==> config.mk <==
export PLATFORM = sky130hd
export DESIGN_NAME = pms_ram
export DESIGN_NICKNAME = d
export VERILOG_FILES = /design/src/hw/rtl/pms_ram.sv
export SDC_FILE = /design/constraint.sdc
export NUM_CORES = 2
export LEC_CHECK = 0
export BUFFER_PORTS_ARGS = -buffer_cell sky130_fd_sc_hd__buf_2
export CAP_MARGIN = 20
export CORE_MARGIN = 2
export CORE_UTILIZATION = 55
export CTS_BUF_LIST = sky130_fd_sc_hd__clkbuf_2
export CTS_CLUSTER_DIAMETER = 120
export CTS_CLUSTER_SIZE = 16
export DETAILED_ROUTE_END_ITERATION = 10
export HOLD_SLACK_MARGIN = 0.15
export PLACE_DENSITY_LB_ADDON = 0.3
export SETUP_SLACK_MARGIN = 0.5
export SLEW_MARGIN = 15
export SYNTH_ARGS = -nofsm -noshare
export SYNTH_HDL_FRONTEND = slang
export SYNTH_SLANG_ARGS = --single-unit
==> constraint.sdc <==
create_clock -name clk -period 7.4 [get_ports clk]
set_input_delay 0.37 -clock clk [delete_from_list [all_inputs] [get_ports clk]]
set_output_delay 0.37 -clock clk [all_outputs]
set_load 0.02 [all_outputs]
==> src/hw/rtl/pms_ram.sv <==
module pms_ram #(
	parameter int WIDTH = 32,
	parameter int DEPTH = 128
) (
	input  logic                     clk,
	input  logic                     we,
	input  logic [$clog2(DEPTH)-1:0] waddr,
	input  logic [WIDTH-1:0]         wdata,
	input  logic [$clog2(DEPTH)-1:0] raddr,
	output logic [WIDTH-1:0]         rdata
);

	logic [WIDTH-1:0] mem [DEPTH];

	always_ff @(posedge clk) begin
		if (we) begin
			mem[waddr] <= wdata;
		end
		rdata <= mem[raddr];
	end

endmodule

Word-level counts from Yosys, hierarchy flattened
Memory sizes are Yosys's and may differ from the RTL's. A register that Yosys moved wholly into a read port is not among the register bits.
Index checks and enable logic that the tools add are counted.
{"block": "classes", "mux": 2}
{"cell": "$mux 1", "count": 2}
{"block": "totals", "regBits": 0, "ram_bits": 4096, "elab_cells": 3, "n_memories": 1}
{"name": "mem", "words": 128, "width": 32, "rd": 1, "rd_clocked_by_memory_dff": 1, "write_ports": 1, "line_no": "13", "source": "logic [WIDTH-1:0] mem [DEPTH];"}

Logic depth before layout (Yosys ltp)
{"block": "logic_depth", "depth_word": 2, "ltp_mapped": 8, "mapped_depth_nobuf": 4}

Least setup slack after synthesis
Ideal clock, no wire load.
{"block": "synth_path", "path_kind": "in2reg", "startpoint": "input port we", "endpoint": "memory mem[98][0], enable pin", "t_arrival_ps": 3148, "required_time_ps": 6939, "path_slack_ps": 3791, "stages": 3, "path_cell_list": "clkbuf_1 -> nand4_1 -> nor3_1"}
{"block": "synth_via", "elab_chain_len": 2}
{"element": "start, declared", "line_no": "6", "source": "input logic we,"}
{"element": "$mux 1", "line_no": "16", "source": "if (we) begin"}
{"element": "$mux 1 (not written as such)", "line_no": "17", "source": "mem[waddr] <= wdata;"}
{"element": "end, declared", "line_no": "13"}
Every way passes these cells.

==> flow_metrics.tcl <==
set metrics [dict create \
    cts-root-buf "clkbuf_2" \
    critPathCaptureType "register" \
    critical-path-max-stage-delay_ps 880 \
    drv_cap 0 \
    totalWireLength_um 401000 \
    grt_pass1_vias 70441 \
    finalClockSkew_ps 188 \
    port-buffer-count 79 \
    die-area_mm2 0.288 \
    drc 0 \
    clkTransAtPathRegs_ps 280 \
    arrival_ps 5670 \
    power.leakage_uw 0.0504 \
    numCtsBuffers 300 \
    finalHoldViolCount 0 \
    crit_family "buffers and inverters" \
    core_mm2 0.283 \
    critPathBufInv 5 \
    area_delta_synth_final_pct 7.41 \
    clock-sinks 4128 \
    die_h_um 537 \
    yosys_warnings 0 \
    crit_slowest_cell "buf_4" \
    cts_resized 0 \
    grt_use_total_pct 28.2 \
    fin_crit_sh_pct 52.8 \
    synth_top_area_share_pct 78.7 \
    syn_inst 5990 \
    hold_path_class "input port to register" \
    crit_type "input port to register" \
    crit_fanout 68 \
    fin_setup_tns_ps 0 \
    tritoncts "done" \
    ir_drop_mv 0.154 \
    rows 195 \
    fin_nets 6500 \
    relSlewSlack_pct 20.5 \
    min_period_ps 3900 \
    first_iter_violations 12065 \
    holdWs_ps 358 \
    routed_via_density 6.79 \
    antenna_found_initial 73 \
    clock.fmax_mhz 256 \
    cts_buffer_depth 4 \
    wl_per_cell_um 38.7 \
    worst_slew_pin_slew_ps 1190 \
    postCtsSetupBuffers 0 \
    start_kind "input port" \
    start_util_pct 55.3 \
    yosysTopAreaCell "edfxtp_1" \
    status "finished, final reports clean" \
    crit_chain "dlygate4sd3_1 > buf_8 > buf_4 > mux4_2 > mux4_2 > mux4_2 > dlygate4sd3_1 > mux2_2 > dlygate4sd3_1" \
    ys_types 17 \
    avgSynthCellArea_um2 26.1 \
    stdcell_count 10372 \
    crit_required_ps 9170 \
    ios 80 \
    dieWidth_um 537 \
    overflow 0 \
    synth.area.top_cells "edfxtp_1 (79%), mux4_2 (19%), clkbuf_1 (0.44%)" \
    htree_levels 5 \
    syn-cell-area_mm2 0.156 \
    grt_pass1_wl_um 557000 \
    ys_ff_latch 4128 \
    synth_nets 6038 \
    grt_max_degree 115 \
    nFillCells 19245 \
    layout-drive-gt1-share_pct 34.6 \
    ys_seq_area_share_pct 79.1 \
    cts_hold_buf 178 \
    place.gp.congestion 0.853 \
    dpl.hpwl_um 220000 \
    finalSetupViolCount 0 \
    clock_latency_ps 1840 \
    ant_nets 0 \
    rsz0062_at_grt "false" \
    drtPass1Iterations 6 \
    powerDensity_mw_per_mm2 220 \
    num_vias 70469 \
    total_power_uw 36900 \
    slew_viol_final 0 \
    dpl.cell_count 9713 \
]
-- final timing paths --
path	cells after the start	start	slack (ps)	to
worst max register to register	7	mem[13][2]	3500	rdata[2]
worst min-delay path	4	wdata[20]	360	mem[82][20]
worst max-delay path	9	raddr[2]	3500	rdata[12]
worst min register to register	4	mem[84][15]	1170	rdata[15]
-- registers in the layout, indices dropped and copies added (netlist names) --
| signal | flops |
|---|---|
| mem | 4096 |
| rdata | 32 |
-- per-layer routing --
metal  GRT usage [%]  up-vias  routed length [µm]
li1                -    27146                   -
met1            39.1    38109              139000
met5               0        -                 213
met3            5.44      648               46700
met4            11.7       34               19200
met2            44.8     4532              196000
-- cells by family after synthesis --
logic type             count (synthesis)  share of synthesized area, %
flip-flops                          4128                          79.1
buffers and inverters                316                         0.839
multiplexers                        1376                          19.6
AND/OR/NAND/NOR                      170                         0.446
-- layout make-up --
| class | instances | area (µm²) | share of cell area, % |
|---|---|---|---|
| Antenna cell | 42 | 105 | 0.0626 |
| Timing Repair Buffer | 476 | 4830 | 2.88 |
| Clock inverter | 16 | 209 | 0.124 |
| Sequential cell | 4128 | 124000 | 73.7 |
| Clock buffer | 421 | 2110 | 1.26 |
| Tap cell | 3743 | 4680 | 2.79 |
| Multi-Input combinational cell | 1546 | 32300 | 19.2 |
-- Yosys cell counts --
cell,n
edfxtp_1,4096
mux4_2,1344
clkbuf_1,182
nor2_1,122
buf_2,79
buf_1,50
dfxtp_1,32
mux2_2,32
nand2_1,14
nand3_1,12
nor3_1,9
nor2b_1,7
buf_4,3
nand4_1,3
buf_6,2
nand2b_1,2
or3_1,1
-- layout by cell type (no fill, tap or decap), drive strengths merged --
| master | instances |
|---|---|
| edfxtp | 4096 |
| mux4 | 1344 |
| clkbuf | 421 |
| buf | 332 |
| dlygate4sd3 | 144 |
| nor2 | 122 |
| diode | 42 |
| mux2 | 32 |
| dfxtp | 32 |
| nand2 | 14 |
| nand3 | 12 |
| nor3 | 9 |
| inv | 8 |
| nor2b | 7 |
| bufinv | 5 |
| nand4 | 3 |
| nand2b | 2 |
| clkinv | 2 |
| or3 | 1 |
| clkinvlp | 1 |
-- tightest hold or removal path: stages --
cell	delay, ps
dlygate4sd3_1	550
dlygate4sd3_1	600
buf_4	150
buf_2	290
-- metrics by stage --
step                setup WS [ps]  util, %  cell area, µm²
floorplan                    3790        -          156000
global placement             3170     57.7          163000
detailed placement           3170     57.7          163000
CTS                          3480     59.4          168000
global route                 3430     59.4          168000
finish                       3500     59.4          168000
-- power breakdown --
group          internal [µW]  switching (µW)  total, µW
clock                   1630            6710       8340
sequential             25800             132      25900
combinational           1030            1620       2650
total                  28500            8460      36900
Power figures use the tool's default switching activity.
