File: src/hw/rtl/pms_pkg.sv
package pms_pkg;

	typedef enum logic [1:0] {
		OP_TICK  = 2'd0,
		OP_START = 2'd1,
		OP_STOP  = 2'd2,
		OP_WRITE = 2'd3
	} op_t;

	localparam int ADDR_W     = 4;
	localparam int APB_DATA_W = 32;
	localparam int IN_DATA_W  = 40;
	localparam int IN_USER_W  = 2;
	localparam int OUT_DATA_W = 16;
	localparam int ENTRY_W    = 32;

	localparam logic [1:0] REG_NOTE_COUNT   = 2'd0;
	localparam logic [1:0] REG_SPEED_FACTOR = 2'd1;
	localparam logic [1:0] REG_VOLUME_SHIFT = 2'd2;

	localparam logic [7:0] NOTE_COUNT_RST   = 8'd79;
	localparam logic [3:0] SPEED_FACTOR_RST = 4'd4;
	localparam logic [2:0] VOLUME_SHIFT_RST = 3'd2;

	localparam logic [19:0] DUR_MAX  = 20'hFFFFF;
	localparam logic [8:0]  CNT9_MAX = 9'h1FF;

	typedef struct packed {
		logic [7:0] note_count;
		logic [3:0] speed_factor;
		logic [2:0] volume_shift;
	} cfg_t;

	typedef struct packed {
		logic [7:0]  strength;
		logic [7:0]  period;
		logic [15:0] duration;
	} entry_t;

endpackage

File: src/hw/rtl/pms_cfg.sv
module pms_cfg (
	input  logic                             clk,
	input  logic                             arst_n,
	input  logic                             psel,
	input  logic                             penable,
	input  logic                             pwrite,
	input  logic [pms_pkg::ADDR_W-1:0]       paddr,
	input  logic [pms_pkg::APB_DATA_W-1:0]   pwdata,
	output logic [pms_pkg::APB_DATA_W-1:0]   prdata,
	output logic                             pready,
	output pms_pkg::cfg_t                    cfg
);

	pms_pkg::cfg_t cfg_q;
	logic          wr_en;

	assign pready = 1'b1;
	assign wr_en  = psel && penable && pwrite && pready;
	assign cfg    = cfg_q;

	always_ff @(posedge clk or negedge arst_n) begin
		if (!arst_n) begin
			cfg_q.note_count   <= pms_pkg::NOTE_COUNT_RST;
			cfg_q.speed_factor <= pms_pkg::SPEED_FACTOR_RST;
			cfg_q.volume_shift <= pms_pkg::VOLUME_SHIFT_RST;
		end else if (wr_en) begin
			case (paddr[3:2])
				pms_pkg::REG_NOTE_COUNT:   cfg_q.note_count   <= pwdata[7:0];
				pms_pkg::REG_SPEED_FACTOR: cfg_q.speed_factor <= pwdata[3:0];
				pms_pkg::REG_VOLUME_SHIFT: cfg_q.volume_shift <= pwdata[2:0];
				default: ;
			endcase
		end
	end

	always_comb begin
		case (paddr[3:2])
			pms_pkg::REG_NOTE_COUNT:
				prdata = {24'd0, cfg_q.note_count};
			pms_pkg::REG_SPEED_FACTOR:
				prdata = {28'd0, cfg_q.speed_factor};
			pms_pkg::REG_VOLUME_SHIFT:
				prdata = {29'd0, cfg_q.volume_shift};
			default:
				prdata = '0;
		endcase
	end

endmodule

File: config.mk
export PLATFORM = sky130hd
export DESIGN_NAME = pms_cfg
export DESIGN_NICKNAME = d
export VERILOG_FILES = /design/src/hw/rtl/pms_pkg.sv /design/src/hw/rtl/pms_cfg.sv
export SDC_FILE = /design/constraint.sdc
export NUM_CORES = 1
export LEC_CHECK = 0
export ABC_CLOCK_PERIOD_IN_PS = 800
export BUFFER_PORTS_ARGS = -buffer_cell sky130_fd_sc_hd__buf_2
export CORE_UTILIZATION = 33
export CTS_CLUSTER_SIZE = 16
export DETAILED_ROUTE_END_ITERATION = 8
export PLACE_DENSITY = 0.76
export SLEW_MARGIN = 20
export SYNTH_ARGS = -nofsm -noshare
export SYNTH_HDL_FRONTEND = slang
export SYNTH_SLANG_ARGS = --single-unit
File: constraint.sdc
create_clock -name clk -period 0.8 [get_ports clk]
set_input_delay 0.12 -clock clk [delete_from_list [all_inputs] [get_ports clk]]
set_output_delay 0.12 -clock clk [all_outputs]
set_load 0.05 [all_outputs]
After elaboration in Yosys (flattened, before gate mapping)
Cells that the tools add are included. W data, S select, Z words.

Bits in registers: 15. Bits in latches: 0. Bits in writable memories: 0. Bits in read-only memories: 0. Bits of input ports: 41. Output and inout port bits: 48. Word-level logic and storage cells: 12. Memories kept: 0.

$add $sub $neg: 0. Multiply operators: 0. Divide/modulo/power cells: 0. $lt $le $gt $ge: 0. Eq/ne operators: 2. Shifts and indexed selects: 0. Mux-type cells: 1. Bitwise gates (word level): 0. Reduce and logical (&&, ||, !) cells: 6.

Operators by type and width (number): $pmux W8 S3 (1); $reduce_and A2 Y1 (3); $eq A2 B1 Y1 const B (1); $eq A2 B2 Y1 const B (1); $logic_and A1 B1 Y1 (2); $logic_not A2 Y1 (1).

Longest topological paths before layout
Gate-level depths: netlist of the first run.

Depth in word-level cells: 3. Mapped depth: 4. Gate-level depth less buffers: 3.

Worst setup path after synthesis of the first run
OpenSTA, ideal clock, no wires.

Kind: register to output. From: register cfg_q, in the netlist cfg[7]. To: output prdata[0] (netlist name). Arrival time: 1.895 ns. Required time: 0.680 ns. Path slack: -1.215 ns. Stages on the path, launching flop included: 3. Path buffers: 0. Cell sequence: dfstp_2 > mux2i_1 > o21ai_0.

Longest elaborated chain between the ends: 1.

RTL lines: start: declaration (RTL line pms_cfg.sv:14) `pms_pkg::cfg_t cfg_q;`; $pmux W8 S3 (RTL line pms_cfg.sv:37) `case (paddr[3:2])`; end: declaration (RTL line pms_cfg.sv:9) `output logic [pms_pkg::APB_DATA_W-1:0] prdata,`.

Every way passes these cells.

Worst setup path after layout of the first run
From: register cfg_q, in the netlist cfg[9]. To: output prdata[2] (netlist name).

The elaborated chain is that of the path after synthesis.

==> results.md, run 1 <==
* Synthesized netlist cell count at 81
* Routing usage on met1 at 0.174
* Vias at 716
* Async S/R FF share, synth at 1.00
* Clock Latency Late Sink at 0.28 ns
* Reg2Reg Setup Slack at -0.22 ns
* Grt met3 use at 0.0326
* PD cells at 2650 nW/um2
* Post-route DRC at 0
* Final core utilization at 0.605
* Crit-path cells: mux2i_2 -> o21ai_4 -> buf_6
* DP HPWL at 1580 um
* Core box area at 2760 um2
* Leakage power at 0.812 nW
* Synth top area cells: dfrtp_1 (21%), buf_4 (20%), dfstp_2 (19%)
* Setup violators final at 38
* CTS max path bufs at 2
* Worst slack on hold paths at 0.0737 ns
* Global Route Usage Sum at 0.145
* Synthesized flop and latch total at 15
* CP Capture Type: output pin
* Post-synth EDFFs at 0
* Sink Count at 15
* Final period util at 1.68
* Power, Total at 4.42 mW
* Htree depth at 1
* Post-Syn Area at 953 um2
* Failing checks: setup timing
* R2R Path End: cfg[5]$_DFFE_PN1P_
* Met2 GRT Util at 0.269
* Most Crowded Layer GR: met2
* Num ports at 89
* Final hold vios at 0
* Post-route cell area at 1670 um2
* Most common cell in the netlist: buf_4
* Clock Skews at 0 ns
* Min-Delay Path Class: in2reg
* R2R cell count at 4
* Setup ws final at -0.540 ns
* Largest register FFs at 15
* Worst path depth at 3
* Yosys top cell by area: dfrtp_1
* Die area at 3110 um2
* Nets at 182
* Drt pass-1 iters at 2
* Routability cong. at 0.662
* Syn avg cell area at 11.8 um2
* Status: finished, violations left
* Yosys top cell area share at 0.210
* Critical path class: reg2out
* Min cycle time layout at 1.34 ns
* Worst EP arrival at 1.22 ns
* Number of global-route vias before repair at 744
* Crit start category: flip-flop
* Crit path buffers/inverters at 1
* CTS tree: done
* I/O Buffers at 37
* # fillers at 223
* First-pass GRT wire length at 3480 um
* Register area share after synthesis at 0.403
* Non-filler cells, final at 171
* Ratio of cells with drive above 1 in the final layout at 0.779
* Synth top cells by count: buf_4 (25), dfrtp_1 (8), mux2_4 (8)
* Syn. warnings at 0
* Worst r2r src: cfg[5]$_DFFE_PN1P_
* Num CTS Buffers at 3
* Critical Path Start: cfg[9]$_DFFE_PN1P_
* ANT cells at 0
* Clock Pin Slew Worst Setup and Hold Paths at 0.10 ns
* Die H at 55.8 um
* Delay-heaviest family, CP: flip-flops
* Vias per cell at 4.19
* Initial DRC count at 5
* Floorplan row count at 19
* Initial Util at 0.346
* Slowest stage delay, CP at 0.55 ns
* Largest net degree at the start of global routing at 16
* Yosys cell types at 17
* Fmax at 746 MHz
* Pins Over Slew Limit at 0
* Detail Route Antenna Nets at 0
* Dpl cells at 160
* Unrepaired setup endpoints after global routing: true
* GRT overflow at 0
* CP required at 0.68 ns
* Maxcap violations at 0
* Die W at 55.8 um
* Crit-path max FO at 2
* Final WL at 2260 um
* Area growth syn-to-layout at 75.1%
* Worst setup endpoint: prdata[2]
* Maximum VDD drop at 0.00182 V
* Dpl cell area at 1280 um2
* Top FF cell, synth: dfrtp_1
* Initial antenna violation count at 0
* Crit-path slowest cell: dfstp_2
* Root Buffer: clkbuf_4
* Post-DR wirelength/cell at 13.2 um
per-layer routing:
metal / part of all wire / vias up
li1: - / 335
met4: 0 / 0
met3: 0.063 / 0
met5: 0 / -
met2: 0.54 / 42
met1: 0.39 / 339
cell families (layout without fill, tap and decap cells):
| group | Yosys count | count (layout) | synth area share |
|---|---|---|---|
| buffers and inverters | 28 | 64 | 0.232 |
| multiplexers | 19 | 19 | 0.251 |
| flip-flops | 15 | 15 | 0.403 |
| AND/OR/NAND/NOR | 14 | 14 | 0.0905 |
| AO/OA/AOI/OAI | 3 | 3 | 0.0157 |
| other | 2 | 25 | 0.00788 |
power breakdown:
part           internal, mW  switching (mW)
Sequential             1.02           0.190
Combinational          1.25            1.53
Clock                 0.185           0.245
placed cells by master (no fill, tap or decap), types with 2 or more instances in the layout:
cell and n:
conb_1 25, buf_6 23, buf_8 16, mux2_4 15, buf_2 10, buf_4 10, dfrtp_2 8, dfstp_2 7
and2_4 4, nand2_1 3, o21ai_4 3, clkbuf_4 3, mux2i_4 2, mux2i_2 2, nor3b_4 2
timing repair:
item                                    in CTS  in global routing
resized for setup                           81                 10
buffers inserted                             5                  7
endpoints found under the setup margin      38                 38
hold buffers                                 1                  0
pin swaps                                    7                  3
hold endpoints to repair                     8                  0
stage by stage:
| step | TNS, ns | setup WS [ns] |
|---|---|---|
| floorplan | -6.44 | -0.501 |
| global placement | -9.00 | -0.398 |
| detailed placement | -9.70 | -0.440 |
| CTS | -9.73 | -0.558 |
| global route | -10.64 | -0.599 |
| finish | -9.58 | -0.540 |
worst register-to-register path, stage by stage (launching register included):
cell and delay, ns:
dfstp_2 0.39, buf_6 0.12, buf_6 0.11, buf_6 0.10
mux2_4 0.25
worst min path at each step:
stage	start	to	cells past startpoint
floorplan	arst_n	cfg[0]$_DFFE_PN0P_	0
global placement	arst_n	cfg[2]$_DFFE_PN0P_	1
detailed placement	arst_n	cfg[2]$_DFFE_PN0P_	1
CTS	pwdata[4]	cfg[11]$_DFFE_PN0P_	2
global route	pwdata[5]	cfg[12]$_DFFE_PN0P_	2
finish	pwdata[4]	cfg[11]$_DFFE_PN0P_	2
area by class of cell:
class	instances	area, um2	share of cell area
clock buffer	3	22.5	0.0135
sequential	15	394	0.236
timing repair buffer	60	634	0.380
tap	31	38.8	0.0232
multi-input combinational	61	574	0.344
clock inverter	1	5.00	0.00300
Note: power is estimated with default switching activity, not from simulation.
==> inputs of run 2 (changes only) <==
--- a/config.mk
+++ b/config.mk
@@ -5,6 +5,7 @@
 export SDC_FILE = /design/constraint.sdc
 export NUM_CORES = 1
 export LEC_CHECK = 0
+export ABC_AREA = 1
 export ABC_CLOCK_PERIOD_IN_PS = 800
 export BUFFER_PORTS_ARGS = -buffer_cell sky130_fd_sc_hd__buf_2
 export CORE_UTILIZATION = 33
==> results.md, run 2 <==
* I/O Buffers at 37
* Num CTS Buffers at 3
* Post-Syn Area at 945 um2
* Status: finished, violations left
* Post-DR wirelength/cell at 10.4 um
* Pins Over Slew Limit at 0
* Clock Latency Late Sink at 0.28 ns
* Crit start category: flip-flop
* Syn avg cell area at 7.38 um2
* GRT overflow at 0
* Number of global-route vias before repair at 875
* Initial antenna violation count at 0
* Most common cell after layout, fill and taps aside: nand2_1
* Synthesized netlist cell count at 128
* Die W at 55.5 um
* Unrepaired setup endpoints after global routing: true
* Leakage power at 0.858 nW
* Sw Ratio at 0.461
* Drt pass-1 iters at 4
* Synth top cells by count: nand2_1 (59), buf_4 (25), dfrtp_1 (8)
* Power, Total at 3.97 mW
* CP Capture Type: output pin
* Critical Path Start: cfg[8]$_DFFE_PN1P_
* Initial DRC count at 23
* Setup ws final at -0.450 ns
* Setup violators final at 30
* Post-route DRC at 0
* Die H at 55.5 um
* CTS tree: done
* Final WL at 2310 um
* Htree depth at 1
* Clock share of power at 0.110
* Reg2Reg Setup Slack at -0.09 ns
* Maximum VDD drop at 0.00211 V
* Yosys cell types at 14
* Min cycle time layout at 1.25 ns
* Register Area at 394 um2
* Num ports at 89
* Worst r2r src: cfg[1]$_DFFE_PN1P_
* Dpl cell area at 1270 um2
* Routability cong. at 0.786
* Synthesized flop and latch total at 15
* First-pass GRT wire length at 3830 um
* Final period util at 1.56
* PD cells at 2440 nW/um2
* Post-route cell area at 1630 um2
* Die area at 3080 um2
* Synth top area cells: nand2_1 (23%), dfrtp_1 (21%), buf_4 (20%)
* CP required at 0.68 ns
* Clock Pin Slew Worst Setup and Hold Paths at 0.09 ns
* Yosys top cell by area: nand2_1
* Critical path class: reg2out
* Syn. warnings at 0
* Area growth syn-to-layout at 72.5%
* Combinational power share at 0.606
* Fmax at 800 MHz
* Yosys top cell area share at 0.234
* R2R Path End: cfg[1]$_DFFE_PN1P_
* Core box area at 2730 um2
* Top FF cell, synth: dfrtp_1
* Post-synth EDFFs at 0
* ANT cells at 0
* Worst EP arrival at 1.13 ns
* Worst min-delay path startpoint: pwdata[6]
* Most frequent cells in the layout: nand2_1 (49), conb_1 (25), buf_6 (18), buf_8 (17), buf_2 (14)
* Async S/R FF share, synth at 1.00
* Maxcap violations at 0
* # fillers at 244
* Clock Skews at 0 ns
* Most common cell in the netlist: nand2_1
* Detail Route Antenna Nets at 0
* Vias per cell at 4.13
* Vias at 912
* Root Buffer: clkbuf_4
* Flop pwr share at 0.284
* Pre-CTS setup slack at -0.226 ns
* P_int at 2.14 mW
* Global Route Usage Sum at 0.160
* Ratio of cells with drive above 1 in the final layout at 0.589
* Initial Util at 0.346
* Register area share after synthesis at 0.407
* Largest net degree at the start of global routing at 16
* Multi-input gate area at 523 um2
* Crit-path max FO at 2
* CTS max path bufs at 2
* Worst setup endpoint: prdata[1]
* Sink Count at 15
* Failing checks: setup timing
* DP HPWL at 1610 um
* R2R cell count at 4
* Final hold vios at 0
* Floorplan row count at 19
* Largest register FFs at 15
* Nets at 232
* Min-Delay Path Class: in2reg
* Switching pwr at 1.83 mW
## run 2: cell count changes in the layout (fill, tap and decap cells not counted), moves of 5 or more
cell,change
nand2_2,+13
buf_6,-5
nand2_1,+46
inv_2,+8
mux2_4,-15
## run 2: worst max-delay path: stages, from the launching register on
cell and delay (ns):
dfstp_2 0.56, nand2_2 0.07, nand3_4 0.08, buf_8 0.14
## run 2: layout make-up
class / instances / area share
flip-flops and latches: 15 / 0.242
clock buffers: 4 / 0.0161
repair buffers: 60 / 0.376
inverters: 9 / 0.0207
multi-input cells: 102 / 0.321
well taps: 31 / 0.0238
## run 2: kinds of logic (layout without fill, tap and decap cells)
logic type             Yosys count  in the layout  synth area share
and+or+nand+nor                 77             77             0.351
DFF                             15             15             0.407
other                            2             25           0.00795
buffers and inverters           34             73             0.234
## run 2: how the worst min path moves through the flow
stage,end,cells past startpoint
floorplan,cfg[0]$_DFFE_PN0P_,0
global placement,cfg[3]$_DFFE_PN0P_,1
detailed placement,cfg[3]$_DFFE_PN0P_,1
CTS,cfg[10]$_DFFE_PN1P_,3
global route,cfg[6]$_DFFE_PN0P_,3
finish,cfg[13]$_DFFE_PN1P_,3
## run 2: layer usage
metal / wire length [um] / share of wire / vias to the layer above / GRT usage
met3: 93 / 0.040 / 2 / 0.0304
met1: 891 / 0.39 / 422 / 0.189
met4: 20 / 0.0087 / 0 / 0.0750
met5: 0 / 0 / - / 0
li1: - / - / 456 / -
met2: 1300 / 0.56 / 32 / 0.279
## run 2: through the flow
step / TNS [ns] / hold slack (ns) / instances / utilization
after floorplan: -2.49 / -0.176 / 151 / -
after global placement: -4.67 / 0.0375 / 208 / 0.465
after detailed placement: -4.99 / 0.0390 / 208 / 0.465
after CTS: -7.90 / 0.0352 / 217 / 0.572
after global routing: -9.27 / 0.0229 / 221 / 0.596
final: -8.15 / 0.0369 / 221 / 0.596
## run 2: power by group through the flow
stage | Sequential (mW) | Clock (mW) | Combinational, mW
global route | 1.15 | 0.489 | 2.52
finish | 1.13 | 0.439 | 2.41
CTS | 1.13 | 0.430 | 2.27
floorplan | 1.69 | 0 | 0.806
detailed placement | 1.12 | 0 | 1.74
global placement | 1.11 | 0 | 1.73
## run 2: timing repair
item | 4_1_cts | 5_1_grt
setup endpoints to repair | 26 | 29
endpoints found under the hold margin | 8 | 0
buffers inserted | 4 | 5
gates cloned | 0 | 0
hold buffers | 1 | 0
pin swaps | 3 | 5
gates resized for setup | 68 | 11
==> inputs of run 3 (changes only) <==
--- a/config.mk
+++ b/config.mk
@@ -8,10 +8,12 @@
 export ABC_AREA = 1
 export ABC_CLOCK_PERIOD_IN_PS = 800
 export BUFFER_PORTS_ARGS = -buffer_cell sky130_fd_sc_hd__buf_2
-export CORE_UTILIZATION = 33
+export CELL_PAD_IN_SITES_DETAIL_PLACEMENT = 0
+export CELL_PAD_IN_SITES_GLOBAL_PLACEMENT = 1
+export CORE_UTILIZATION = 21
 export CTS_CLUSTER_SIZE = 16
 export DETAILED_ROUTE_END_ITERATION = 8
-export PLACE_DENSITY = 0.76
+export PLACE_DENSITY_LB_ADDON = 0.1
 export SLEW_MARGIN = 20
 export SYNTH_ARGS = -nofsm -noshare
 export SYNTH_HDL_FRONTEND = slang
==> results.md, run 3 (synthesized netlist as in run 2, its figures left out) <==
* Largest register FFs at 15
* Min-Delay Path Class: in2reg
* CP required at 0.68 ns
* Most common cell after layout, fill and taps aside: nand2_1
* Leakage power at 0.847 nW
* Power, Total at 4.13 mW
* Post-route DRC at 0
* Root Buffer: clkbuf_8
* Setup ws final at -0.403 ns
* First-pass GRT wire length at 4170 um
* Reg2Reg Setup Slack at -0.09 ns
* Clock Pin Slew Worst Setup and Hold Paths at 0.07 ns
* CP Capture Type: output pin
* Pins Over Slew Limit at 0
* Clock Skews at 0 ns
* Most frequent cells in the layout: nand2_1 (48), conb_1 (25), buf_6 (19), buf_8 (15)
* Floorplan row count at 24
* Worst min-delay path startpoint: pwdata[6]
* Area growth syn-to-layout at 73.9%
* Worst EP arrival at 1.08 ns
* Core box area at 4320 um2
* Hold EP: cfg[13]$_DFFE_PN1P_
* Sink Count at 15
* I/O Buffers at 37
* Status: finished, violations left
* R2R Path End: cfg[1]$_DFFE_PN1P_
* Worst path depth at 3
* Failing checks: setup timing
* Crit path buffers/inverters at 1
* Clock Latency Late Sink at 0.24 ns
* Detail Route Antenna Nets at 0
* Critical Path Start: cfg[8]$_DFFE_PN1P_
* PD cells at 2510 nW/um2
* Delay-heaviest family, CP: flip-flops
* DP HPWL at 2040 um
* Initial Util at 0.218
* Post-DR wirelength/cell at 10.7 um
* Min cycle time layout at 1.20 ns
* Crit-path slowest cell: dfstp_2
* Num CTS Buffers at 3
* Number of global-route vias before repair at 857
* Critical path class: reg2out
* Largest net degree at the start of global routing at 16
* Die W at 69.1 um
* Crit-path max FO at 2
* Num ports at 89
* Hold depth at 3
* Initial DRC count at 42
* Global Route Usage Sum at 0.111
* R2R cell count at 4
* ANT cells at 0
* GRT overflow at 0
* Routability cong. at 0.700
* Final hold vios at 0
* Htree depth at 1
* CTS max path bufs at 2
* Die area at 4770 um2
* Die H at 69.1 um
* Initial antenna violation count at 0
* Crit start category: flip-flop
* Final WL at 2560 um
* Final period util at 1.50
* Vias per cell at 3.77
* Setup violators final at 31
* Maxcap violations at 0
* Nets at 229
* Fmax at 831 MHz
* Worst r2r src: cfg[1]$_DFFE_PN1P_
* Worst slack on hold paths at 0.0716 ns
* Crit-path cells: nand2_2 -> nand3_4 -> buf_8
* Unrepaired setup endpoints after global routing: true
* Ratio of cells with drive above 1 in the final layout at 0.588
* CTS tree: done
* Drt pass-1 iters at 4
* Maximum VDD drop at 0.000648 V
* Slowest stage delay, CP at 0.54 ns
* Vias at 900
-- run 3: layout make-up --
class | instances | area (um2)
Fill cell | 478 | 2680
Timing Repair Buffer | 57 | 579
Multi-Input combinational cell | 102 | 526
Sequential cell | 15 | 394
Tap cell | 52 | 65.1
Clock buffer | 4 | 45.0
Inverter | 9 | 33.8
-- run 3: report_power, final --
| group | leakage, nW | switching, mW | internal (mW) | total [mW] |
|---|---|---|---|---|
| logic | 0.660 | 1.44 | 0.937 | 2.38 |
| registers | 0.165 | 0.136 | 0.984 | 1.12 |
| clock network | 0.0228 | 0.277 | 0.352 | 0.629 |
| total | 0.847 | 1.85 | 2.27 | 4.13 |
-- run 3: metal layers --
| metal | global-route usage | vias up | share of wire |
|---|---|---|---|
| li1 | - | 448 | - |
| met2 | 0.200 | 30 | 0.55 |
| met4 | 0.0204 | 0 | 0.0047 |
| met1 | 0.139 | 420 | 0.40 |
| met5 | 0 | - | 0 |
| met3 | 0.0190 | 2 | 0.044 |
-- run 3: worst min-delay path: stages --
cell	delay, ns
buf_2	0.10
nand2_1	0.05
nand2_1	0.05
-- run 3: timing repair --
item                                   4_1_cts  5_1_grt
hold buffers                                 1        0
gates resized for setup                     66       10
setup endpoints to repair                   26       30
pin swaps                                    4        5
buffers inserted                             3        4
endpoints found under the hold margin        8        0
-- run 3: how the worst max path moves through the flow --
stage / end / slack [ns]
after CTS: prdata[2] / -0.41
after floorplan: prdata[6] / -0.34
final: prdata[1] / -0.40
after global placement: prdata[2] / -0.24
after global routing: prdata[2] / -0.44
after detailed placement: prdata[1] / -0.25
-- run 3: per-stage QoR --
stage	util	area (um2)	cells	setup TNS, ns	worst slack (ns)
after global placement	0.297	1280	227	-5.10	-0.236
after global routing	0.380	1640	239	-8.00	-0.436
after detailed placement	0.297	1280	227	-5.09	-0.252
after floorplan	-	1130	151	-2.49	-0.345
final	0.380	1640	239	-7.01	-0.403
after CTS	0.365	1580	235	-7.06	-0.414
