### src/hw/rtl/pms_pkg.sv
package pms_pkg;

	typedef enum logic [1:0] {
		OP_TICK  = 2'd0,
		OP_START = 2'd1,
		OP_STOP  = 2'd2,
		OP_WRITE = 2'd3
	} op_t;

	localparam int ADDR_W     = 4;
	localparam int APB_DATA_W = 32;
	localparam int IN_DATA_W  = 40;
	localparam int IN_USER_W  = 2;
	localparam int OUT_DATA_W = 16;
	localparam int ENTRY_W    = 32;

	localparam logic [1:0] REG_NOTE_COUNT   = 2'd0;
	localparam logic [1:0] REG_SPEED_FACTOR = 2'd1;
	localparam logic [1:0] REG_VOLUME_SHIFT = 2'd2;

	localparam logic [7:0] NOTE_COUNT_RST   = 8'd79;
	localparam logic [3:0] SPEED_FACTOR_RST = 4'd4;
	localparam logic [2:0] VOLUME_SHIFT_RST = 3'd2;

	localparam logic [19:0] DUR_MAX  = 20'hFFFFF;
	localparam logic [8:0]  CNT9_MAX = 9'h1FF;

	typedef struct packed {
		logic [7:0] note_count;
		logic [3:0] speed_factor;
		logic [2:0] volume_shift;
	} cfg_t;

	typedef struct packed {
		logic [7:0]  strength;
		logic [7:0]  period;
		logic [15:0] duration;
	} entry_t;

endpackage

### src/hw/rtl/pms_core.sv
module pms_core #(
	parameter int TABLE_DEPTH = 128
) (
	input  logic                              clk,
	input  logic                              arst_n,
	input  pms_pkg::cfg_t                     cfg,
	input  logic                              s_tvalid,
	output logic                              s_tready,
	input  logic [pms_pkg::IN_DATA_W-1:0]     s_tdata,
	input  logic [pms_pkg::IN_USER_W-1:0]     s_tuser,
	output logic                              m_tvalid,
	input  logic                              m_tready,
	output logic [pms_pkg::OUT_DATA_W-1:0]    m_tdata,
	output logic                              mem_we,
	output logic [$clog2(TABLE_DEPTH)-1:0]    mem_waddr,
	output logic [pms_pkg::ENTRY_W-1:0]       mem_wdata,
	output logic [$clog2(TABLE_DEPTH)-1:0]    mem_raddr,
	input  logic [pms_pkg::ENTRY_W-1:0]       mem_rdata
);

	localparam int IDX_W = $clog2(TABLE_DEPTH);
	localparam int CMP_W = (IDX_W + 1 > 8) ? IDX_W + 1 : 8;

	logic                 valid_s1;
	pms_pkg::op_t         op_s1;
	logic [6:0]           idx_s1;
	logic [15:0]          dur_s1;
	logic [7:0]           per_s1;
	logic [7:0]           str_s1;

	logic                 out_valid_q;
	logic                 proc;

	logic [IDX_W-1:0]     play_idx_q, play_idx_d;
	logic [19:0]          dur_cnt_q, dur_cnt_d;
	logic [8:0]           per_cnt_q, per_cnt_d;
	logic [8:0]           str_cnt_q, str_cnt_d;
	logic                 running_q, running_d;
	logic                 level_q, level_d;

	logic                 fwd_q;
	pms_pkg::entry_t      fwd_data_q;

	pms_pkg::entry_t      entry;
	logic [19:0]          dur_lim;
	logic [7:0]           str_eff;
	logic [19:0]          dur_inc;
	logic [8:0]           per_inc;
	logic [8:0]           str_inc;
	logic [CMP_W-1:0]     idx_inc;
	logic [7:0]           nc_len;
	logic [CMP_W-1:0]     song_len;
	logic [CMP_W-1:0]     wr_idx_ext;
	logic                 wr_ok;

	assign proc     = valid_s1 && (!out_valid_q || m_tready);
	assign s_tready = !valid_s1 || proc;
	assign m_tvalid = out_valid_q;
	assign m_tdata  = {7'd0, 7'(play_idx_q), running_q, level_q};

	always_ff @(posedge clk or negedge arst_n) begin
		if (!arst_n) begin
			valid_s1 <= 1'b0;
		end else if (s_tready) begin
			valid_s1 <= s_tvalid;
		end
	end

	always_ff @(posedge clk) begin
		if (s_tvalid && s_tready) begin
			op_s1  <= pms_pkg::op_t'(s_tuser[1:0]);
			idx_s1 <= s_tdata[6:0];
			dur_s1 <= s_tdata[22:7];
			per_s1 <= s_tdata[30:23];
			str_s1 <= s_tdata[38:31];
		end
	end

	always_ff @(posedge clk or negedge arst_n) begin
		if (!arst_n) begin
			out_valid_q <= 1'b0;
		end else if (proc) begin
			out_valid_q <= 1'b1;
		end else if (m_tready) begin
			out_valid_q <= 1'b0;
		end
	end

	// The table is read at the next index, so its registered output always
	// belongs to the note now playing; a write to that entry is forwarded.
	assign entry    = fwd_q ? fwd_data_q : pms_pkg::entry_t'(mem_rdata);
	assign dur_lim  = {4'd0, entry.duration} * {16'd0, cfg.speed_factor};
	assign str_eff  = entry.strength >> cfg.volume_shift;
	assign dur_inc  = (dur_cnt_q == pms_pkg::DUR_MAX) ? dur_cnt_q : dur_cnt_q + 20'd1;
	assign per_inc  = (per_cnt_q == pms_pkg::CNT9_MAX) ? per_cnt_q : per_cnt_q + 9'd1;
	assign str_inc  = (str_cnt_q == pms_pkg::CNT9_MAX) ? str_cnt_q : str_cnt_q + 9'd1;
	assign idx_inc  = CMP_W'(play_idx_q) + CMP_W'(1);
	assign nc_len   = (cfg.note_count == 8'd0) ? 8'd1 : cfg.note_count;
	assign song_len = (CMP_W'(nc_len) > CMP_W'(TABLE_DEPTH)) ?
		CMP_W'(TABLE_DEPTH) : CMP_W'(nc_len);

	assign wr_idx_ext = CMP_W'(idx_s1);
	assign wr_ok      = wr_idx_ext < CMP_W'(TABLE_DEPTH);
	assign mem_waddr  = IDX_W'(wr_idx_ext);
	assign mem_wdata  = {str_s1, per_s1, dur_s1};
	assign mem_raddr  = play_idx_d;

	always_comb begin
		play_idx_d = play_idx_q;
		dur_cnt_d  = dur_cnt_q;
		per_cnt_d  = per_cnt_q;
		str_cnt_d  = str_cnt_q;
		running_d  = running_q;
		level_d    = level_q;
		mem_we     = 1'b0;
		if (proc) begin
			case (op_s1)
				pms_pkg::OP_TICK: begin
					if (running_q) begin
						dur_cnt_d = dur_inc;
						per_cnt_d = per_inc;
						str_cnt_d = str_inc;
						level_d   = str_inc <= {1'b0, str_eff};
						if (per_inc > {1'b0, entry.period}) begin
							per_cnt_d = '0;
							str_cnt_d = '0;
							if (dur_inc > dur_lim) begin
								dur_cnt_d = '0;
								if (idx_inc >= song_len) begin
									play_idx_d = '0;
									running_d  = 1'b0;
									level_d    = 1'b0;
								end else begin
									play_idx_d = IDX_W'(idx_inc);
								end
							end
						end
					end
				end
				pms_pkg::OP_START: begin
					running_d = 1'b1;
				end
				pms_pkg::OP_STOP: begin
					play_idx_d = '0;
					dur_cnt_d  = '0;
					per_cnt_d  = '0;
					str_cnt_d  = '0;
					running_d  = 1'b0;
					level_d    = 1'b0;
				end
				pms_pkg::OP_WRITE: begin
					mem_we = wr_ok;
				end
				default: ;
			endcase
		end
	end

	always_ff @(posedge clk or negedge arst_n) begin
		if (!arst_n) begin
			play_idx_q <= '0;
			dur_cnt_q  <= '0;
			per_cnt_q  <= '0;
			str_cnt_q  <= '0;
			running_q  <= 1'b0;
			level_q    <= 1'b0;
			fwd_q      <= 1'b0;
		end else begin
			play_idx_q <= play_idx_d;
			dur_cnt_q  <= dur_cnt_d;
			per_cnt_q  <= per_cnt_d;
			str_cnt_q  <= str_cnt_d;
			running_q  <= running_d;
			level_q    <= level_d;
			fwd_q      <= mem_we && (mem_waddr == play_idx_d);
		end
	end

	always_ff @(posedge clk) begin
		fwd_data_q <= pms_pkg::entry_t'(mem_wdata);
	end

endmodule

### config.mk
export PLATFORM = sky130hd
export DESIGN_NAME = pms_core
export DESIGN_NICKNAME = d
export VERILOG_FILES = /design/src/hw/rtl/pms_pkg.sv /design/src/hw/rtl/pms_core.sv
export SDC_FILE = /design/constraint.sdc
export NUM_CORES = 1
export LEC_CHECK = 0
export ABC_AREA = 1
export BUFFER_PORTS_ARGS = -buffer_cell sky130_fd_sc_hd__buf_2
export CORE_MARGIN = 2
export CORE_UTILIZATION = 35
export CTS_CLUSTER_DIAMETER = 100
export DETAILED_ROUTE_END_ITERATION = 10
export HOLD_SLACK_MARGIN = 0.05
export PLACE_DENSITY = 0.64
export SETUP_SLACK_MARGIN = 0.02
export SLEW_MARGIN = 20
export SYNTH_ARGS = -nofsm -noshare
export SYNTH_HDL_FRONTEND = slang
export SYNTH_SLANG_ARGS = --single-unit
### constraint.sdc
create_clock -name clk -period 11.5 [get_ports clk]
set_input_delay 2.875 -clock clk [delete_from_list [all_inputs] [get_ports clk]]
set_output_delay 2.875 -clock clk [all_outputs]
set_load 0.005 [all_outputs]
### Yosys cells after proc, flatten, opt, wreduce, memory -nomap -nowiden

Cells that the tools add are included.

| word-level totals | value |
|---|---|
| register bits | 123 |
| input port bits | 93 |
| output and inout port bits | 65 |
| word-level logic and storage cells | 87 |

| cells by class | value |
|---|---|
| $add $sub $neg | 4 |
| multiply operators | 1 |
| order comparisons | 6 |
| equality and inequality tests | 8 |
| shifts and indexed selects | 1 |
| muxes and demuxes | 36 |
| reduce and logical (&&, ||, !) cells | 14 |

Operators with widths:

| operator | count |
|---|---|
| $mux 20 | 4 |
| $mux 9 | 6 |
| $pmux 20 s2 | 1 |
| $pmux 9 s2 | 2 |
| $mux 7 | 5 |
| $mux 32 | 1 |
| $add 20x1->20 const B | 1 |
| $eq 20x20->1 const B | 1 |
| $gt 20x20->1 | 1 |
| $mul 16x4->20 | 1 |
| $add 9x1->9 const B | 2 |
| $eq 9x9->1 const B | 2 |
| $mux 8 | 2 |
| $pmux 7 s2 | 1 |
| $mux 1 | 12 |
| $gt 9x8->1 | 1 |
| $le 9x8->1 | 1 |
| $add 7x1->8 const B | 1 |
| $ge 8x8->1 | 1 |
| $gt 8x8->1 const B | 1 |
| $logic_not 8->1 | 1 |
| $lt 7x8->1 const B | 1 |
| $shr 8x3->8 | 1 |
| $eq 7x7->1 | 1 |
| 13 further kinds | 19 |

### Depth between registers and ports, before layout

Gate-level depths: netlist of the first run.

| logic depth | value |
|---|---|
| depth in word-level cells | 13 |
| gate-level depth with buffers | 37 |
| gate-level depth less buffers | 35 |

### Worst setup path after synthesis of the first run

No wires, ideal clock.

| timing | value |
|---|---|
| path type | input -> output |
| start | input port cfg[6] (netlist bit) |
| end | output port mem_raddr[2] |
| arrival | 7.290 ns |
| required time | 8.625 ns |
| slack | 1.335 ns |
| cell stages on the path | 30 |
| buffers on the path | 1 |
| path through | inv_1 clkbuf_1 nor2_1 fa_1 inv_1 fa_1 inv_1 ha_1 a21oi_1 o21ai_1 nand2_1 o211ai_1 a31oi_1 o21ai_1 a21boi_0 o21ai_1 xor2_1 ha_1 nand2_1 nor2_1 nand2_1 nor2_1 nand2_1 nand3_1 nand2_2 nor2_4 nand2_2 nand2_1 nand3_1 nand2_1 |

| between the ends | value |
|---|---|
| cells in the longest elaborated chain, start to end | 7 |

RTL lines:

| item | line | source |
|---|---|---|
| start: declaration | pms_core.sv:6 | `input pms_pkg::cfg_t cfg,` |
| $mul 16x4->20 | pms_core.sv:92 | `assign dur_lim = {4'd0, entry.duration} * {16'd0, cfg.speed_factor};` |
| $gt 20x20->1 | pms_core.sv:127 | `if (dur_inc > dur_lim) begin` |
| $mux 7 | pms_core.sv:127 |  |
| $mux 7 | pms_core.sv:124 | `if (per_inc > {1'b0, entry.period}) begin` |
| $mux 7 | pms_core.sv:119 | `if (running_q) begin` |
| $pmux 7 s2 | pms_core.sv:117 | `case (op_s1)` |
| $mux 7 | pms_core.sv:116 | `if (proc) begin` |
| end: declaration | pms_core.sv:17 | `output logic [$clog2(TABLE_DEPTH)-1:0] mem_raddr,` |

Every way passes these cells.

### Worst setup path in the final report of the first run

| timing | value |
|---|---|
| start | input port cfg[5] (netlist bit) |
| end | output port mem_raddr[4] |

Same word-level chain as after synthesis.

==> results of run 1 <==
==> kinds of logic after synthesis <==
kind of cell,after synthesis
compound gates,137
xor+xnor,40
fa+ha+maj,105
buf+inv,191
flops,123
mux,22
other cells,1
simple gates,432
==> final cells by class <==
class	instances	area, µm²	area share, %
Inverter	163	618	5.96
Sequential cell	123	3120	30.1
Tap cell	324	405	3.91
Clock inverter	12	148	1.42
Timing Repair Buffer	155	791	7.63
Clock buffer	20	447	4.31
Multi-Input combinational cell	743	4830	46.6
==> worst max-delay path by stage <==
stage	from	end	slack [ns]	cells after the start
2_1_floorplan	cfg[6]	mem_raddr[2]	1.34	30
4_1_cts	cfg[5]	mem_raddr[4]	0.45	31
3_5_place_dp	cfg[5]	mem_raddr[4]	0.47	31
5_1_grt	cfg[5]	mem_raddr[2]	0.03	31
3_3_place_gp	cfg[6]	mem_raddr[1]	0.51	31
6_report	cfg[5]	mem_raddr[4]	0.47	31
==> registers in the layout, summed over array words and instances (netlist names), 7 cells and up <==
register and count:
str_cnt_q 9, per_s1 8, fwd_data_q 32, mem_waddr 7, play_idx_q 7, str_s1 8, per_cnt_q 9, dur_cnt_q 20
dur_s1 16
==> where the power goes <==
group / switching [mW] / internal (mW) / total (mW)
Combinational: 0.390 / 0.250 / 0.641
Sequential: 0.0596 / 0.530 / 0.589
Clock: 0.201 / 0.345 / 0.545
Total: 0.651 / 1.12 / 1.78
==> repair_timing <==
item                                    4_1_cts  5_1_grt
setup buffers                                 0        3
endpoints found under the setup margin        0        5
gates resized for setup                       0        2
hold endpoints to repair                      0        0
==> synth_stat cells (28+ instances only) <==
| cell type | n |
|---|---|
| ha_1 | 77 |
| dfxtp_1 | 32 |
| o21ai_0 | 47 |
| edfxtp_1 | 41 |
| dfrtp_1 | 50 |
| inv_1 | 153 |
| fa_1 | 28 |
| nand3_1 | 47 |
| nand2_1 | 213 |
| nor2_1 | 99 |
| xor2_1 | 32 |
| a21oi_1 | 46 |
==> metrics by stage <==
stage	instances	hold WS, ns	setup slack [ns]	util [%]
floorplan	1057	0.372	1.34	-
global placement	1505	0.347	0.514	40.1
detailed placement	1505	0.349	0.473	40.1
CTS	1537	0.361	0.448	42.5
global route	1540	0.364	0.0257	42.6
finish	1540	0.361	0.472	42.6
==> layer usage <==
metal | vias up | part of all wire, %
met5 | - | 0
met4 | 0 | 1.6
met3 | 21 | 3.7
met2 | 118 | 48
met1 | 3349 | 46
li1 | 3711 | -
==> flow_summary.json, run 1 <==
{
  "synth-edff-count": 41,
  "ir_worst_vdd_v": 0.000114,
  "clock_sinks": 123,
  "pin_count": 158,
  "tritoncts": "done",
  "fin_skew_ns": 0.00896,
  "cts_made_buffers": 17,
  "r2r-end": "dur_cnt_q[16]",
  "dr.pass1.iters": 5,
  "gr-usage-met2_pct": 25.9,
  "routabilityCongestion": 0.821,
  "initial_utilization_pct": 35.7,
  "crit_path_max_incr_delay_ns": 0.56,
  "dpl-instance-area_um2": 9740,
  "ant_nets": 0,
  "cts_hold_buf": 0,
  "fill_cells": 2392,
  "rows": 57,
  "drv_cap": 0,
  "slew_headroom_pct": 39.2,
  "synth.area.top_cells": "dfrtp_1, edfxtp_1, ha_1",
  "min_from": "dur_s1[4]",
  "drcViolationCount": 0,
  "fp.dieW_um": 162,
  "min_path_cells": 0,
  "gr-total-overflow": 0,
  "syn_inst": 1051,
  "grt.total_usage_pct": 15.1,
  "cp_num_buf_inv": 4,
  "critPathArrivalTime_ns": 8.15,
  "status": "complete, no violations",
  "layout_commonest_cell": "nand2_1",
  "seq_area_frac_synth_pct": 35.9,
  "worstSetupPathType": "in2out",
  "die_area_um2": 26100,
  "grt_util_met1_pct": 19.3,
  "cp-end-kind": "output pin",
  "final_cell_mix": "nand2_1, inv_1, buf_2, nor2_1, ha_1",
  "wl_um": 19500,
  "core-area_um2": 24300,
  "cts_root_buf": "clkbuf_16",
  "r2r_setup_slack_ns": 4.63,
  "grt_max_degree": 51,
  "met3_usage_pct": 2.82,
  "clkTransAtPathRegs_ns": 0.06,
  "cellPowerDensity_nw_per_um2": 171,
  "finalCritPeriodShare_pct": 95.9,
  "critPathMostFrequentCell": "nand2_1",
  "r2r.worst_path.cells": 27,
  "design_area_um2": 10400,
  "yosys.area_share.adder_pct": 17.5,
  "cts_buffer_depth": 2,
  "grt_pass1_vias": 7064,
  "crit_path_max_fanout": 14,
  "io_buffers": 149,
  "cp.required_ns": 8.63,
  "yosys_register_bits": 123,
  "grt_pass1_wl_um": 32400,
  "ys_warn_count": 0,
  "htree_levels": 4,
  "tns_ns": 0,
  "synth_top_family_by_area": "simple AND/OR/NAND/NOR gates",
  "cp-start-kind": "input port",
  "synth_top_cell_area_share_pct": 14.4,
  "synthArstFlopShare_pct": 40.7,
  "wl_per_cell_um": 12.7,
  "synth-xor-area-share_pct": 4.03,
  "min_path_type": "reg2reg",
  "syn_area_um2": 8690,
  "top_usage_layer": "met2",
  "r2r_start": "fwd_q",
  "finalHoldViolations": 0,
  "antenna_found_initial": 0,
  "nets": 1401,
  "drt_iter0_drc": 340,
  "drive_gt1_share_pct": 19.6,
  "routed_via_density": 4.67,
  "yosys.area_share.simple_pct": 21.9,
  "synthFlopType": "dfrtp_1",
  "final-max-slew-violation-count": 0,
  "crit_slowest_cell": "fa_1",
  "tightestPinTransition_ns": 0.911,
  "period_needed_ns": 11.03,
  "synth_mux_area_share_pct": 2.53,
  "area_delta_synth_final_pct": 19.3,
  "die_y_um": 162,
  "syn_area_per_cell_um2": 8.27,
  "yosysTopAreaCell": "dfrtp_1",
  "clock_latency_ns": 0.42,
  "vias": 7199,
  "total_power_mw": 1.78,
  "hpwl_um": 15200,
  "critPathTopFamily": "simple AND/OR/NAND/NOR gates",
  "grt_setup_unrepaired": "false",
  "synth_cell_types": 52,
  "holdPathEnd": "fwd_data_q[4]",
  "finalSetupViolCount": 0,
  "power_leakage_nw": 5.15,
  "antenna_cells": 0,
  "fmax_mhz": 90.7,
  "synth_compound_area_share_pct": 9.25
}
Power figures use the tool's default switching activity.
==> inputs of run 2 (changes only) <==
Settings changed: BUFFER_PORTS_ARGS -buffer_cell sky130_fd_sc_hd__buf_2 to default, DONT_BUFFER_PORTS from default to 1, PLACE_DENSITY 0.64 to 0.59.
==> flow_summary.json, run 2 (same netlist as run 1, synthesis figures left out) <==
{
  "pin_count": 158,
  "cts_root_buf": "clkbuf_16",
  "antenna_cells": 0,
  "io_buffers": 0,
  "fp.dieW_um": 162,
  "tns_ns": 0,
  "finalHoldViolations": 0,
  "dr.pass1.iters": 7,
  "core-area_um2": 24300,
  "layout_commonest_cell": "nand2_1",
  "largestRegisters": "fwd_data_q (32), dur_cnt_q (20), dur_s1 (16)",
  "tritoncts": "done",
  "final_cell_mix": "nand2_1, inv_1, nor2_1, ha_1, dfrtp_1",
  "gr-total-overflow": 0,
  "grt_max_degree": 51,
  "cts_setup_buffers": 0,
  "grt_pass1_wl_um": 32200,
  "power_leakage_nw": 4.55,
  "routed_via_density": 4.90,
  "cts_resized": 0,
  "period_needed_ns": 10.86,
  "nets": 1248,
  "ir_worst_vdd_v": 0.000115,
  "critPathArrivalTime_ns": 7.99,
  "final_core_util_pct": 39.4,
  "grt_util_met1_pct": 19.1,
  "critPathMostFrequentCell": "nand2_1",
  "wl_um": 19500,
  "cts_made_buffers": 17,
  "drive_gt1_share_pct": 7.81,
  "area_delta_synth_final_pct": 10.4,
  "cp.required_ns": 8.63,
  "routabilityCongestion": 0.820,
  "finalSetupViolCount": 0,
  "vias": 6794,
  "grt_setup_unrepaired": "false",
  "top_usage_layer": "met2",
  "met3_usage_pct": 3.72,
  "hpwl_um": 15000,
  "clock_latency_ns": 0.43,
  "top_register": "fwd_data_q",
  "clkTransAtPathRegs_ns": 0.06,
  "htree_levels": 4,
  "fill_cells": 2423,
  "crit_path_max_incr_delay_ns": 0.55,
  "grt.total_usage_pct": 15.3,
  "final-max-slew-violation-count": 0,
  "slew_headroom_pct": 40.2,
  "grt_pass1_vias": 6756,
  "wl_per_cell_um": 14.1,
  "clock_sinks": 123,
  "crit_slowest_cell": "fa_1",
  "drt_iter0_drc": 338,
  "status": "complete, no violations",
  "fin_skew_ns": 0.0174,
  "cts_buffer_depth": 2,
  "cp-end-kind": "output pin",
  "cellPowerDensity_nw_per_um2": 181,
  "initial_utilization_pct": 35.7,
  "gr-usage-met2_pct": 25.9,
  "fmax_mhz": 92.0,
  "drv_cap": 0,
  "die_area_um2": 26100,
  "cp-start-kind": "input port",
  "cts_hold_buf": 0,
  "antenna_found_initial": 2,
  "largest_reg_flops": 32,
  "ant_nets": 0,
  "worstSetupPathType": "in2out",
  "finalCritPeriodShare_pct": 94.5,
  "rows": 57,
  "crit_path_max_fanout": 6,
  "min_path_type": "reg2reg",
  "tightestPinTransition_ns": 0.896,
  "die_y_um": 162,
  "drcViolationCount": 0
}
[run 2: cell count changes in the layout (fill, tap and decap cells not counted), moves of 2 or more]
cell,previous run,this run
clkinvlp_4,5,1
bufinv_16,3,1
buf_4,6,2
clkbuf_16,17,20
inv_4,1,4
buf_2,149,0
[run 2: layout make-up]
class	instances	area (µm²)	area share [%]
multi-input cells	743	4830	50.4
clock inverters	8	75.1	0.783
inverters	163	614	6.41
flip-flops and latches	123	3120	32.6
repair buffers	2	15.0	0.157
well taps	324	405	4.23
clock buffers	24	526	5.48
[run 2: where the power goes]
part | leakage, nW | switching [mW] | internal [mW] | total, mW
sequential | 1.33 | 0.0639 | 0.530 | 0.594
combinational | 2.92 | 0.374 | 0.225 | 0.600
clock | 0.297 | 0.202 | 0.342 | 0.543
[run 2: per-stage QoR]
| stage | instances | power, mW | instance area [µm²] | setup slack [ns] | hold WS (ns) |
|---|---|---|---|---|---|
| floorplan | 1057 | 1.07 | 8710 | 1.34 | 0.372 |
| global placement | 1355 | 1.19 | 8990 | 0.699 | 0.386 |
| detailed placement | 1355 | 1.20 | 8990 | 0.627 | 0.385 |
| CTS | 1387 | 1.75 | 9590 | 0.613 | 0.395 |
| global route | 1387 | 1.88 | 9590 | 0.0541 | 0.399 |
| finish | 1387 | 1.74 | 9590 | 0.635 | 0.389 |
[run 2: metal layers]
layer | up-vias | share of wire [%]
met3 | 21 | 5.2
li1 | 3420 | -
met4 | 4 | 1.5
met2 | 154 | 49
met5 | - | 0.12
met1 | 3195 | 44
[run 2: path summary, 6_finish.rpt]
path	from	endpoint	slack [ns]	cells past startpoint
worst min register to register	dur_s1[4]	fwd_data_q[4]	0.39	0
worst max-delay path	mem_rdata[1]	mem_raddr[1]	0.64	29
worst max register to register	fwd_q	dur_cnt_q[16]	4.90	27
max in group asynchronous	arst_n	dur_cnt_q[8]	9.23	0
worst min-delay path	dur_s1[4]	fwd_data_q[4]	0.39	0
min in group asynchronous	arst_n	play_idx_q[5]	2.15	0
[run 2: worst max-delay path: cells and delay by family]
family | cells | cell delay (ns)
and+or+nand+nor | 14 | 1.51
AOI/OAI and AO/OA | 7 | 1.18
adders and majority gates | 4 | 1.72
xor gates and xnor gates | 1 | 0.15
muxes | 1 | 0.42
buffers and inverters | 2 | 0.09
==> inputs of run 3 (changes only) <==
--- a/config.mk
+++ b/config.mk
@@ -15,2 +15,3 @@
 export PLACE_DENSITY = 0.59
+export REMOVE_ABC_BUFFERS = 1
 export SETUP_SLACK_MARGIN = 0.02
==> constraint.sdc (replaced) <==
create_clock -name clk -period 10.9 [get_ports clk]
set_input_delay 1.09 -clock clk [delete_from_list [all_inputs] [get_ports clk]]
set_output_delay 1.09 -clock clk [all_outputs]
set_load 0.005 [all_outputs]
==> flow_summary.json, run 3 (same netlist as run 1, synthesis figures left out) <==
{
  "cp-endpoint": "mem_raddr[1]",
  "crit_slowest_cell": "fa_1",
  "cts_made_buffers": 17,
  "finalSetupViolCount": 0,
  "fill_cells": 2435,
  "worstSetupPathType": "reg2out",
  "cp-start-kind": "register",
  "grt_setup_unrepaired": "false",
  "drcViolationCount": 0,
  "finalCritPeriodShare_pct": 69.1,
  "critPathMostFrequentCell": "nand2_1",
  "slew_headroom_pct": 38.2,
  "routabilityCongestion": 0.864,
  "clkTransAtPathRegs_ns": 0.07,
  "finalHoldViolations": 0,
  "grt_pass1_vias": 6689,
  "wl_um": 18700,
  "clock_sinks": 123,
  "cts_hold_buf": 0,
  "antenna_found_initial": 1,
  "die_y_um": 162,
  "cp-end-kind": "output pin",
  "tritoncts": "done",
  "rows": 57,
  "pin_count": 158,
  "dr.pass1.iters": 5,
  "tightestPinTransition_ns": 0.927,
  "cts_setup_buffers": 0,
  "initial_utilization_pct": 35.7,
  "r2r_setup_slack_ns": 4.17,
  "drive_gt1_share_pct": 8.00,
  "largestRegisters": "fwd_data_q (32), dur_cnt_q (20), dur_s1 (16)",
  "antenna_cells": 0,
  "critPathArrivalTime_ns": 6.44,
  "gr-total-overflow": 0,
  "die_area_um2": 26100,
  "period_needed_ns": 7.53,
  "largest_reg_flops": 32,
  "crit_path_max_incr_delay_ns": 0.55,
  "ir_worst_vdd_v": 0.000116,
  "r2r-end": "dur_cnt_q[16]",
  "routed_via_density": 4.76,
  "cts_resized": 0,
  "core-area_um2": 24300,
  "clock_latency_ns": 0.42,
  "power_leakage_nw": 4.52,
  "fp.dieW_um": 162,
  "fin_skew_ns": 0.0104,
  "r2r_start": "fwd_q",
  "final-max-slew-violation-count": 0,
  "nets": 1248,
  "crit_path_start": "fwd_q",
  "top_register": "fwd_data_q",
  "cellPowerDensity_nw_per_um2": 188,
  "grt.total_usage_pct": 15.0,
  "layout_commonest_cell": "nand2_1",
  "grt_pass1_wl_um": 31800,
  "fmax_mhz": 133,
  "min_path_type": "in2async",
  "tns_ns": 0,
  "drv_cap": 0,
  "cts_buffer_depth": 2,
  "htree_levels": 4,
  "area_delta_synth_final_pct": 9.82,
  "dp_slack_ns": 3.66,
  "wl_per_cell_um": 13.5,
  "grt_max_degree": 51,
  "io_buffers": 0,
  "vias": 6603,
  "status": "complete, no violations",
  "drt_iter0_drc": 327,
  "cp.required_ns": 9.81,
  "r2r.worst_path.cells": 28,
  "crit_path_max_fanout": 25,
  "hpwl_um": 14400,
  "holdWs_ns": 0.356,
  "timing.final.ws_setup_ns": 3.37,
  "ant_nets": 0,
  "cts_root_buf": "clkbuf_16",
  "final_cell_mix": "nand2_1, inv_1, nor2_1, ha_1, dfrtp_1"
}
[run 3: layer usage]
metal	vias up	track usage (%)	routed length [µm]
li1	3422	-	-
met1	3044	19.2	8600
met2	119	25.1	8980
met3	18	3.83	832
met4	0	4.50	289
met5	-	0	0
[run 3: worst max-delay path, delay by kind of cell, from the launching register on]
family | cells | cell delay [ns]
and+or+nand+nor | 14 | 1.48
xor gates and xnor gates | 1 | 0.15
buffers and inverters | 3 | 0.49
muxes | 1 | 0.39
adders and majority gates | 4 | 1.74
DFF | 1 | 0.52
AOI/OAI and AO/OA | 7 | 1.19
[run 3: stage by stage]
stage / cells / cell area (µm²) / util [%] / total power [mW]
floorplan: 1029 / 8570 / - / 1.12
CTS: 1387 / 9540 / 39.2 / 1.82
global placement: 1355 / 8990 / 37.0 / 1.25
finish: 1387 / 9540 / 39.2 / 1.79
global route: 1387 / 9540 / 39.2 / 1.95
detailed placement: 1355 / 8990 / 37.0 / 1.26
[run 3: worst min-delay path by stage]
stage                    from             end  slack (ns)  cells past startpoint
global placement    per_s1[6]  fwd_data_q[22]        0.38                      0
finish                 arst_n   play_idx_q[6]        0.36                      0
global route           arst_n   play_idx_q[6]        0.33                      0
detailed placement  str_s1[1]  fwd_data_q[25]        0.38                      0
floorplan           dur_s1[0]   fwd_data_q[0]        0.37                      0
CTS                    arst_n   play_idx_q[6]        0.34                      0
[run 3: power breakdown]
group	internal [mW]	switching, mW	leakage, nW
clock	0.299	0.241	0.269
combinational	0.237	0.388	2.92
sequential	0.559	0.0671	1.33
total	1.09	0.696	4.52
[run 3: layout make-up]
cell class                      count  area [µm²]  share of cell area (%)
Tap cell                          324         405                    4.25
Timing Repair Buffer                2        15.0                   0.157
Multi-Input combinational cell    743        4830                    50.6
Sequential cell                   123        3120                    32.7
Inverter                          163         614                    6.44
Clock buffer                       17         425                    4.46
Clock inverter                     15         128                    1.34
